## config.mk

```make
export PLATFORM = sky130hd
export DESIGN_NAME = gbs_cell
export DESIGN_NICKNAME = d
export VERILOG_FILES = /design/src/rtl/core/gbs_pkg.sv /design/src/rtl/core/gbs_iou.sv /design/src/rtl/core/gbs_cell.sv
export SDC_FILE = /design/constraint.sdc
export NUM_CORES = 2
export LEC_CHECK = 0
export BUFFER_PORTS_ARGS = -buffer_cell sky130_fd_sc_hd__clkbuf_2
export CAP_MARGIN = 10
export CELL_PAD_IN_SITES_DETAIL_PLACEMENT = 1
export CELL_PAD_IN_SITES_GLOBAL_PLACEMENT = 1
export CORE_ASPECT_RATIO = 0.75
export CORE_MARGIN = 4
export CORE_UTILIZATION = 47
export CTS_CLUSTER_DIAMETER = 120
export CTS_CLUSTER_SIZE = 28
export DETAILED_ROUTE_END_ITERATION = 16
export HOLD_SLACK_MARGIN = 0.08
export PLACE_DENSITY_LB_ADDON = 0.1
export SLEW_MARGIN = 10
export SYNTH_ARGS = -nofsm -noshare
export SYNTH_HDL_FRONTEND = slang
export SYNTH_SLANG_ARGS = --single-unit
```

## constraint.sdc

```tcl
create_clock -name clk_i -period 8.1 [get_ports clk_i]
set_input_delay 1.215 -clock clk_i [delete_from_list [all_inputs] [get_ports clk_i]]
set_output_delay 1.215 -clock clk_i [all_outputs]
set_load 0.1 [all_outputs]
```

## src/rtl/core/gbs_pkg.sv

```systemverilog
package gbs_pkg;

  localparam int unsigned GBS_MAX_BOXES = 64;
  // most results one set can return
  localparam logic [6:0]  RESULT_CAP    = 7'd64;

  localparam logic [8:0]  IOU_THR_RST   = 9'd77;
  localparam logic [6:0]  MAX_RES_RST   = 7'd10;

  localparam logic [1:0]  CFG_IOU_THR   = 2'd0;
  localparam logic [1:0]  CFG_MAX_RES   = 2'd1;

  // last eval count, at which the cells apply the overlap result
  localparam logic [1:0]  EVAL_LAST     = 2'd3;

  typedef struct packed {
    logic [15:0]        score;
    logic signed [15:0] x;
    logic signed [15:0] y;
    logic [12:0]        w;
    logic [12:0]        h;
    logic [15:0]        tag;
  } box_t;

  typedef struct packed {
    logic valid;
    logic supp;
    box_t box;
  } slot_t;

  typedef struct packed {
    logic clr;
    logic ins;
    logic shl;
    logic upd;
  } ctrl_t;

endpackage

```

## src/rtl/core/gbs_iou.sv

```systemverilog
module gbs_iou (
  input  logic             clk_i,
  input  gbs_pkg::box_t    a_i,
  input  gbs_pkg::box_t    b_i,
  input  logic [8:0]       thr_i,
  output logic             exceed_o
);

  logic signed [17:0] ax, bx, ay, by, ax2, bx2, ay2, by2;
  logic signed [17:0] x1, x2, y1, y2, ddx, ddy;

  logic [12:0] dx_q, dy_q, aw_q, ah_q, bw_q, bh_q;
  logic        ov_q;
  logic [25:0] inter_d, aa_d, ab_d, inter_q, aa_q, ab_q, inter2_q;
  logic [26:0] uni;
  logic [35:0] prod_d, prod_q;

  assign ax  = {{2{a_i.x[15]}}, a_i.x};
  assign bx  = {{2{b_i.x[15]}}, b_i.x};
  assign ay  = {{2{a_i.y[15]}}, a_i.y};
  assign by  = {{2{b_i.y[15]}}, b_i.y};
  assign ax2 = ax + $signed({5'b0, a_i.w});
  assign bx2 = bx + $signed({5'b0, b_i.w});
  assign ay2 = ay + $signed({5'b0, a_i.h});
  assign by2 = by + $signed({5'b0, b_i.h});
  assign x1  = (ax > bx) ? ax : bx;
  assign y1  = (ay > by) ? ay : by;
  assign x2  = (ax2 < bx2) ? ax2 : bx2;
  assign y2  = (ay2 < by2) ? ay2 : by2;
  assign ddx = x2 - x1;
  assign ddy = y2 - y1;

  assign inter_d = ov_q ? ({13'b0, dx_q} * {13'b0, dy_q}) : 26'd0;
  assign aa_d    = {13'b0, aw_q} * {13'b0, ah_q};
  assign ab_d    = {13'b0, bw_q} * {13'b0, bh_q};
  assign uni     = {1'b0, aa_q} + {1'b0, ab_q} - {1'b0, inter_q};
  assign prod_d  = {27'b0, thr_i} * {9'b0, uni};

  always_ff @(posedge clk_i) begin
    dx_q     <= ddx[12:0];
    dy_q     <= ddy[12:0];
    ov_q     <= !ddx[17] && !ddy[17];
    aw_q     <= a_i.w;
    ah_q     <= a_i.h;
    bw_q     <= b_i.w;
    bh_q     <= b_i.h;
    inter_q  <= inter_d;
    aa_q     <= aa_d;
    ab_q     <= ab_d;
    inter2_q <= inter_q;
    prod_q   <= prod_d;
  end

  assign exceed_o = {2'b0, inter2_q, 8'b0} > prod_q;

endmodule

```

## src/rtl/core/gbs_cell.sv

```systemverilog
module gbs_cell (
  input  logic            clk_i,
  input  logic            rst_ni,
  input  gbs_pkg::ctrl_t  ctrl_i,
  input  gbs_pkg::box_t   new_i,
  input  gbs_pkg::box_t   head_i,
  input  logic [8:0]      thr_i,
  input  gbs_pkg::slot_t  left_i,
  input  logic            left_cond_i,
  input  gbs_pkg::slot_t  right_i,
  output gbs_pkg::slot_t  slot_o,
  output logic            cond_o
);

  logic          valid_q, supp_q, exceed;
  gbs_pkg::box_t box_q;

  // insert point lies here or further left
  assign cond_o = !valid_q || (box_q.score < new_i.score);

  gbs_iou u_iou (
    .clk_i    (clk_i),
    .a_i      (head_i),
    .b_i      (box_q),
    .thr_i    (thr_i),
    .exceed_o (exceed)
  );

  always_ff @(posedge clk_i or negedge rst_ni) begin
    if (!rst_ni) begin
      valid_q <= 1'b0;
      supp_q  <= 1'b0;
    end else if (ctrl_i.clr) begin
      valid_q <= 1'b0;
      supp_q  <= 1'b0;
    end else if (ctrl_i.ins) begin
      if (cond_o) begin
        // take the neighbor's slot when shifting, else the new box
        valid_q <= left_cond_i ? left_i.valid : 1'b1;
        supp_q  <= 1'b0;
      end
    end else if (ctrl_i.shl) begin
      valid_q <= right_i.valid;
      supp_q  <= right_i.supp;
    end else if (ctrl_i.upd) begin
      if (valid_q && exceed) begin
        supp_q <= 1'b1;
      end
    end
  end

  always_ff @(posedge clk_i) begin
    if (ctrl_i.ins && cond_o) begin
      box_q <= left_cond_i ? left_i.box : new_i;
    end else if (!ctrl_i.ins && ctrl_i.shl) begin
      box_q <= right_i.box;
    end
  end

  assign slot_o = '{valid: valid_q, supp: supp_q, box: box_q};

endmodule

```

# Word level (Yosys, flattened, before mapping)
# Index checks and enable logic that the tools add are counted.
# op_classes
order_cmp	6
n_addsub	8
n_eq_ne	1
n_reduce_logical	15
mul	4
muxes	18
# ops
operator	count
$mux 90	3
$mul 13x13->26	3
$mux 18	4
$add 16x14->17	4
$gt 34x36->1	1
$lt 18x18->1	2
$mul 9x27->36	1
$sub 18x18->18	2
$gt 16x16->1	2
$add 26x26->27	1
$sub 27x26->27	1
$lt 16x16->1	1
$mux 1	11
$reduce_bool 4->1	2
$logic_and 1x1->1	4
$logic_not 1->1	4
$ne 3x1->1 const B	1
$reduce_and 3->1	1
$reduce_bool 3->1	1
$reduce_and 2->1	1
$reduce_bool 2->1	1
$logic_or 1x1->1	1
# totals
inputBits	380
elab_cells	72
reg_bits	311

# Depth between registers and ports, before layout
# logic_depth
depth_word	7
ltp_mapped	33
depth_no_buf	32

# Cells and area by module
# From an unflattened synthesis, not the netlist that was laid out.
# hier_totals
hier_cells	4764
area_unflattened_um2	43501.7
# by_module_without_submodules
module	instances	area_each_um2	seq_area_each_um2	cells_per_inst
gbs_iou	1	38117.8	4384.2	4387
gbs_cell	1	5383.9	2752.6	377

# Worst setup path before layout
# OpenSTA, ideal clock, no wires.
# synth_timing
path_kind	input port to flip-flop
from	input port new_i[83] (netlist bit)
to	register box_q (netlist bit slot_o[0]) (enable)
stages	10
n_path_buf	0
t_required_ns	7.561
t_arrival_ns	6.610
slack_ns	0.951
setup_time_ns	0.539
cell_sequence	inv_1 ha_1 a21o_1 a21o_1 a21o_1 a21o_1 a2111oi_0 o31a_1 nor3b_1 nor2_1
# synth_between
elab_chain_cells	4
# synth_lines
item	line_no	source
start, declared	gbs_cell.sv:5	input gbs_pkg::box_t new_i,
$lt 16x16->1	gbs_cell.sv:19	assign cond_o = !valid_q || (box_q.score < new_i.score);
$logic_or 1x1->1	gbs_cell.sv:19	
$logic_and 1x1->1	gbs_cell.sv:53	if (ctrl_i.ins && cond_o) begin
$reduce_bool 2->1 (no line)	-	
end signal, assigned	gbs_cell.sv:54	box_q <= left_cond_i ? left_i.box : new_i;
end signal, assigned	gbs_cell.sv:56	box_q <= right_i.box;
end, declared	gbs_cell.sv:16	gbs_pkg::box_t box_q;
# No other way between the ends.
# A chain may end at the register's enable or synchronous reset.

# Worst setup path after layout
# layout_timing
from	register u_iou.aa_q[0]
to	register u_iou.prod_q[34]
# layout_between
elab_chain_cells	3
# layout_lines
item	line_no	source
start, declared	gbs_iou.sv:14	logic [25:0] inter_d, aa_d, ab_d, inter_q, aa_q, ab_q, inter2_q;
start signal, assigned	gbs_iou.sv:48	aa_q <= aa_d;
$add 26x26->27	gbs_iou.sv:36	assign uni = {1'b0, aa_q} + {1'b0, ab_q} - {1'b0, inter_q};
$sub 27x26->27	gbs_iou.sv:36	
$mul 9x27->36	gbs_iou.sv:37	assign prod_d = {27'b0, thr_i} * {9'b0, uni};
via u_iou.prod_d[34]	gbs_iou.sv:16	logic [35:0] prod_d, prod_q;
end signal, assigned	gbs_iou.sv:51	prod_q <= prod_d;
end, declared	gbs_iou.sv:16	
# The timed path passes the listed nets, and every way through them passes these cells.

==> impl_metrics.csv <==
group,metric,value,unit
sta,hold_viol_final,0,
clock_network,cts.path.max_buffers,3,
detailed_routing,via_per_inst,5.38,
placed_design,dp.cells,6094,
clock_network,numCtsBuffers,17,
hold_path,hold_class,"flip-flop to flip-flop",
synthesis,synth_top_cell_area_share,27.3,%
synthesis,avgSynthCellArea,9.08,µm²
setup_path,cp_max_fo,9,
setup_path,cp_top_family,"adder cells",
detailed_routing,antenna_left,0,
synthesis,synth-main-ff-cell,"dfxtp_1",
sta,setup_violations,0,
floorplan,io_pins,473,
global_route,met3_usage,3.76,%
synthesis,synth_area_leader_cell,"fa_1",
sta,worst_slew_pin_slew,0.988,ns
setup_path,crit_top_cell,"inv_1",
clock_network,clockRootBuffer,"clkbuf_16",
global_route,grt_pass1_vias,36202,
sta,worst_hold_slack,0.381,ns
synthesis,syn_inst,4613,
detailed_routing,drc,0,
placed_design,port_buffers,439,
setup_path,worst_path_max_delay_cell,"fa_1",
floorplan,start_util,47.6,%
setup_path,cp_num_buf_inv,6,
sta,skew,0.0226,ns
detailed_routing,drtIter0Drc,1717,
floorplan,die_w,353,µm
floorplan,die_y,267,µm
sta,fin_setup_tns,0,ns
sta,relSlewSlack,34.1,%
sta,rsz0062_at_grt,"no",
clock_network,clock_latency,0.57,ns
finish,num-fill-cells,10394,
clock_network,clock_sinks,311,
global_route,top_usage_layer,"met2",
synthesis,synthArstFlopShare,0.643,%
synthesis,synth_common_cells,"840 x inv_1, 579 x nand2_1, 571 x fa_1",
placed_design,pre_cts_slack,0.229,ns
placed_design,dp.final_hpwl,107,mm
finish,nNetsFinal,6399,
outcome,outcome,"complete, no violations",
synthesis,synth_most_common_cell,"inv_1",
setup_path,start_kind,"flip-flop",
synthesis,synth_cell_types,88,
setup_path,cp-end-kind,"flip-flop",
global_route,grtUsageTotal,26.8,%
synthesis,synthTopCellsByArea,"fa_1 27%, ha_1 15%, dfxtp_1 10%",
setup_path,worstPathArrival,8.17,ns
detailed_routing,drt_pass1_iterations,5,
detailed_routing,wl_per_cell,20.3,µm
hold_path,whs_path_depth,0,
synthesis,ys_seq_area_share,17.0,%
sta,fin_ws,0.436,ns
setup_path,cpPeakStageDelay,0.55,ns
placed_design,place.gp.congestion,0.926,
clock_network,cts.clk_slew.worst_paths,0.10,ns
global_route,antenna_found_initial,12,
setup_path,rr_worst_depth,32,
finish,finalNonFillerCells,6126,
setup_path,r2r-start,"u_iou.aa_q[0]",
clock_network,cts.htree.levels,1,
floorplan,dieArea,0.0940,mm²
hold_path,worstHoldStart,"u_iou.inter_q[0]",
global_route,met1_usage,37.1,%
detailed_routing,wirelength,125,mm
global_route,grt_overflow_total,0,
global_route,grt_pass1_wl,200,mm
finish,syn_to_final_growth,9.43,%
sta,fmax,0.130,GHz
sta,slew_violations,0,
synthesis,synth-edff-count,90,
floorplan,coreArea,0.0881,mm²
job,maxCapViolations,0,
hold_path,whs_endpoint,"u_iou.inter2_q[0]",
floorplan,rows,94,
sta,period_needed,7.66,ns
global_route,grt_max_degree,162,
finish,drive_gt1_share,11.0,%
clock_network,cts_tree,"done",
synthesis,ys_seq_elements,311,
setup_path,r2r_end,"u_iou.prod_q[34]",
detailed_routing,dr_total_vias,32930,
setup_path,cp.required,8.60,ns
sta,fin_crit_sh,94.6,%
synthesis,ys_warn_count,0,
global_route,use_met2,46.0,%
setup_path,r2r_slack,0.44,ns
setup_path,crit_type,"flip-flop to flip-flop",
synthesis,synth_fp_nets,6051,
synthesis,syn_area,0.0419,mm²
[worst register-to-register path, delay by kind of cell, from the launching register on]
| family | cells | cell delay (ns) |
|---|---|---|
| multiplexers | 1 | 0.39 |
| flip-flops | 1 | 0.32 |
| XOR/XNOR | 1 | 0.16 |
| buffers and inverters | 6 | 0.29 |
| adder cells (fa/ha/maj) | 8 | 3.28 |
| AND/OR/NAND/NOR | 6 | 1.00 |
| AO/OA/AOI/OAI | 10 | 2.17 |
[through the flow]
stage                     util, %  area (µm²)
after floorplan                 -       41900
after detailed placement     51.4       45300
final                        52.0       45800
after global placement       51.4       45300
after global routing         52.0       45800
after CTS                    52.0       45800
[cells in the final DEF (no fill, tap or decap), drive strengths merged, types with 7 or more instances in the layout]
cell type | Yosys | routed
a21oi | 169 | 169
inv | 840 | 843
o31ai | 10 | 10
xor2 | 52 | 52
o21a | 29 | 29
nor2b | 28 | 28
nor2 | 119 | 119
fa | 571 | 571
and3 | 19 | 19
o21ai | 189 | 189
o21bai | 31 | 31
nor3 | 37 | 37
a2111oi | 7 | 7
nand3 | 44 | 44
a21boi | 8 | 8
mux2i | 138 | 138
o211ai | 14 | 14
buf | 23 | 36
nand2 | 579 | 579
nand2b | 42 | 42
edfxtp | 90 | 90
mux2 | 15 | 15
nand4 | 28 | 28
a21o | 94 | 94
clkbuf | 122 | 459
ha | 487 | 487
dfxtp | 219 | 219
and2 | 328 | 328
a211oi | 20 | 20
or3 | 15 | 15
or2 | 7 | 7
xnor2 | 120 | 120
a31oi | 21 | 21
[what timing repair did]
| action | in CTS | in global routing |
|---|---|---|
| setup endpoints to repair | 0 | 7 |
| hold buffers | 0 | 0 |
| setup buffers | 0 | 0 |
| resized for setup | 0 | 3 |
[worst max path at each step]
| stage | startpoint | endpoint | slack (ns) | cells past startpoint |
|---|---|---|---|---|
| after floorplan | new_i[83] | slot_o[0] | 0.95 | 10 |
| after global placement | head_i[16] | u_iou.dy_q[12] | 0.36 | 26 |
| after detailed placement | head_i[16] | u_iou.dy_q[12] | 0.23 | 28 |
| after CTS | u_iou.aa_q[0] | u_iou.prod_q[35] | 0.39 | 33 |
| after global routing | u_iou.aa_q[0] | u_iou.prod_q[34] | 0.002 | 31 |
| final | u_iou.aa_q[0] | u_iou.prod_q[34] | 0.44 | 32 |
[area by class of cell]
class / count / area (µm²) / area share (%)
Multi-Input combinational cell: 3317 / 31000 / 67.7
Sequential cell: 311 / 7140 / 15.6
Inverter: 840 / 3150 / 6.88
Timing Repair Buffer: 474 / 2500 / 5.45
Tap cell: 1152 / 1440 / 3.14
Clock buffer: 21 / 462 / 1.01
Clock inverter: 7 / 95.1 / 0.207
Antenna cell: 4 / 10.0 / 0.0218
[layer usage]
| metal | up-vias | part of all wire [%] |
|---|---|---|
| li1 | 15420 | - |
| met1 | 16729 | 46 |
| met2 | 696 | 47 |
| met3 | 85 | 5.6 |
| met4 | 0 | 1.4 |
| met5 | - | 0 |
[cell families after synthesis]
logic type / count (synthesis) / share of synthesized area [%]
simple gates: 1278 / 14.8
flops: 311 / 17.0
buf+inv: 985 / 8.92
mux: 153 / 3.70
fa+ha+maj: 1058 / 41.8
xor+xnor: 172 / 3.61
compound gates: 656 / 10.1
[state kept, by name, indices dropped and copies added (netlist names)]
name and flops:
u_iou.inter2_q 26, valid_q 1, u_iou.bw_q 13, slot_o 90, u_iou.prod_q 36, u_iou.ah_q 13, u_iou.ab_q 26, u_iou.bh_q 13
u_iou.dy_q 13, u_iou.dx_q 13, u_iou.ov_q 1, supp_q 1, u_iou.aa_q 26, u_iou.inter_q 26, u_iou.aw_q 13
Power is not shown: default switching activity piles up to over one toggle a cycle in this logic, so the estimate is an artifact.
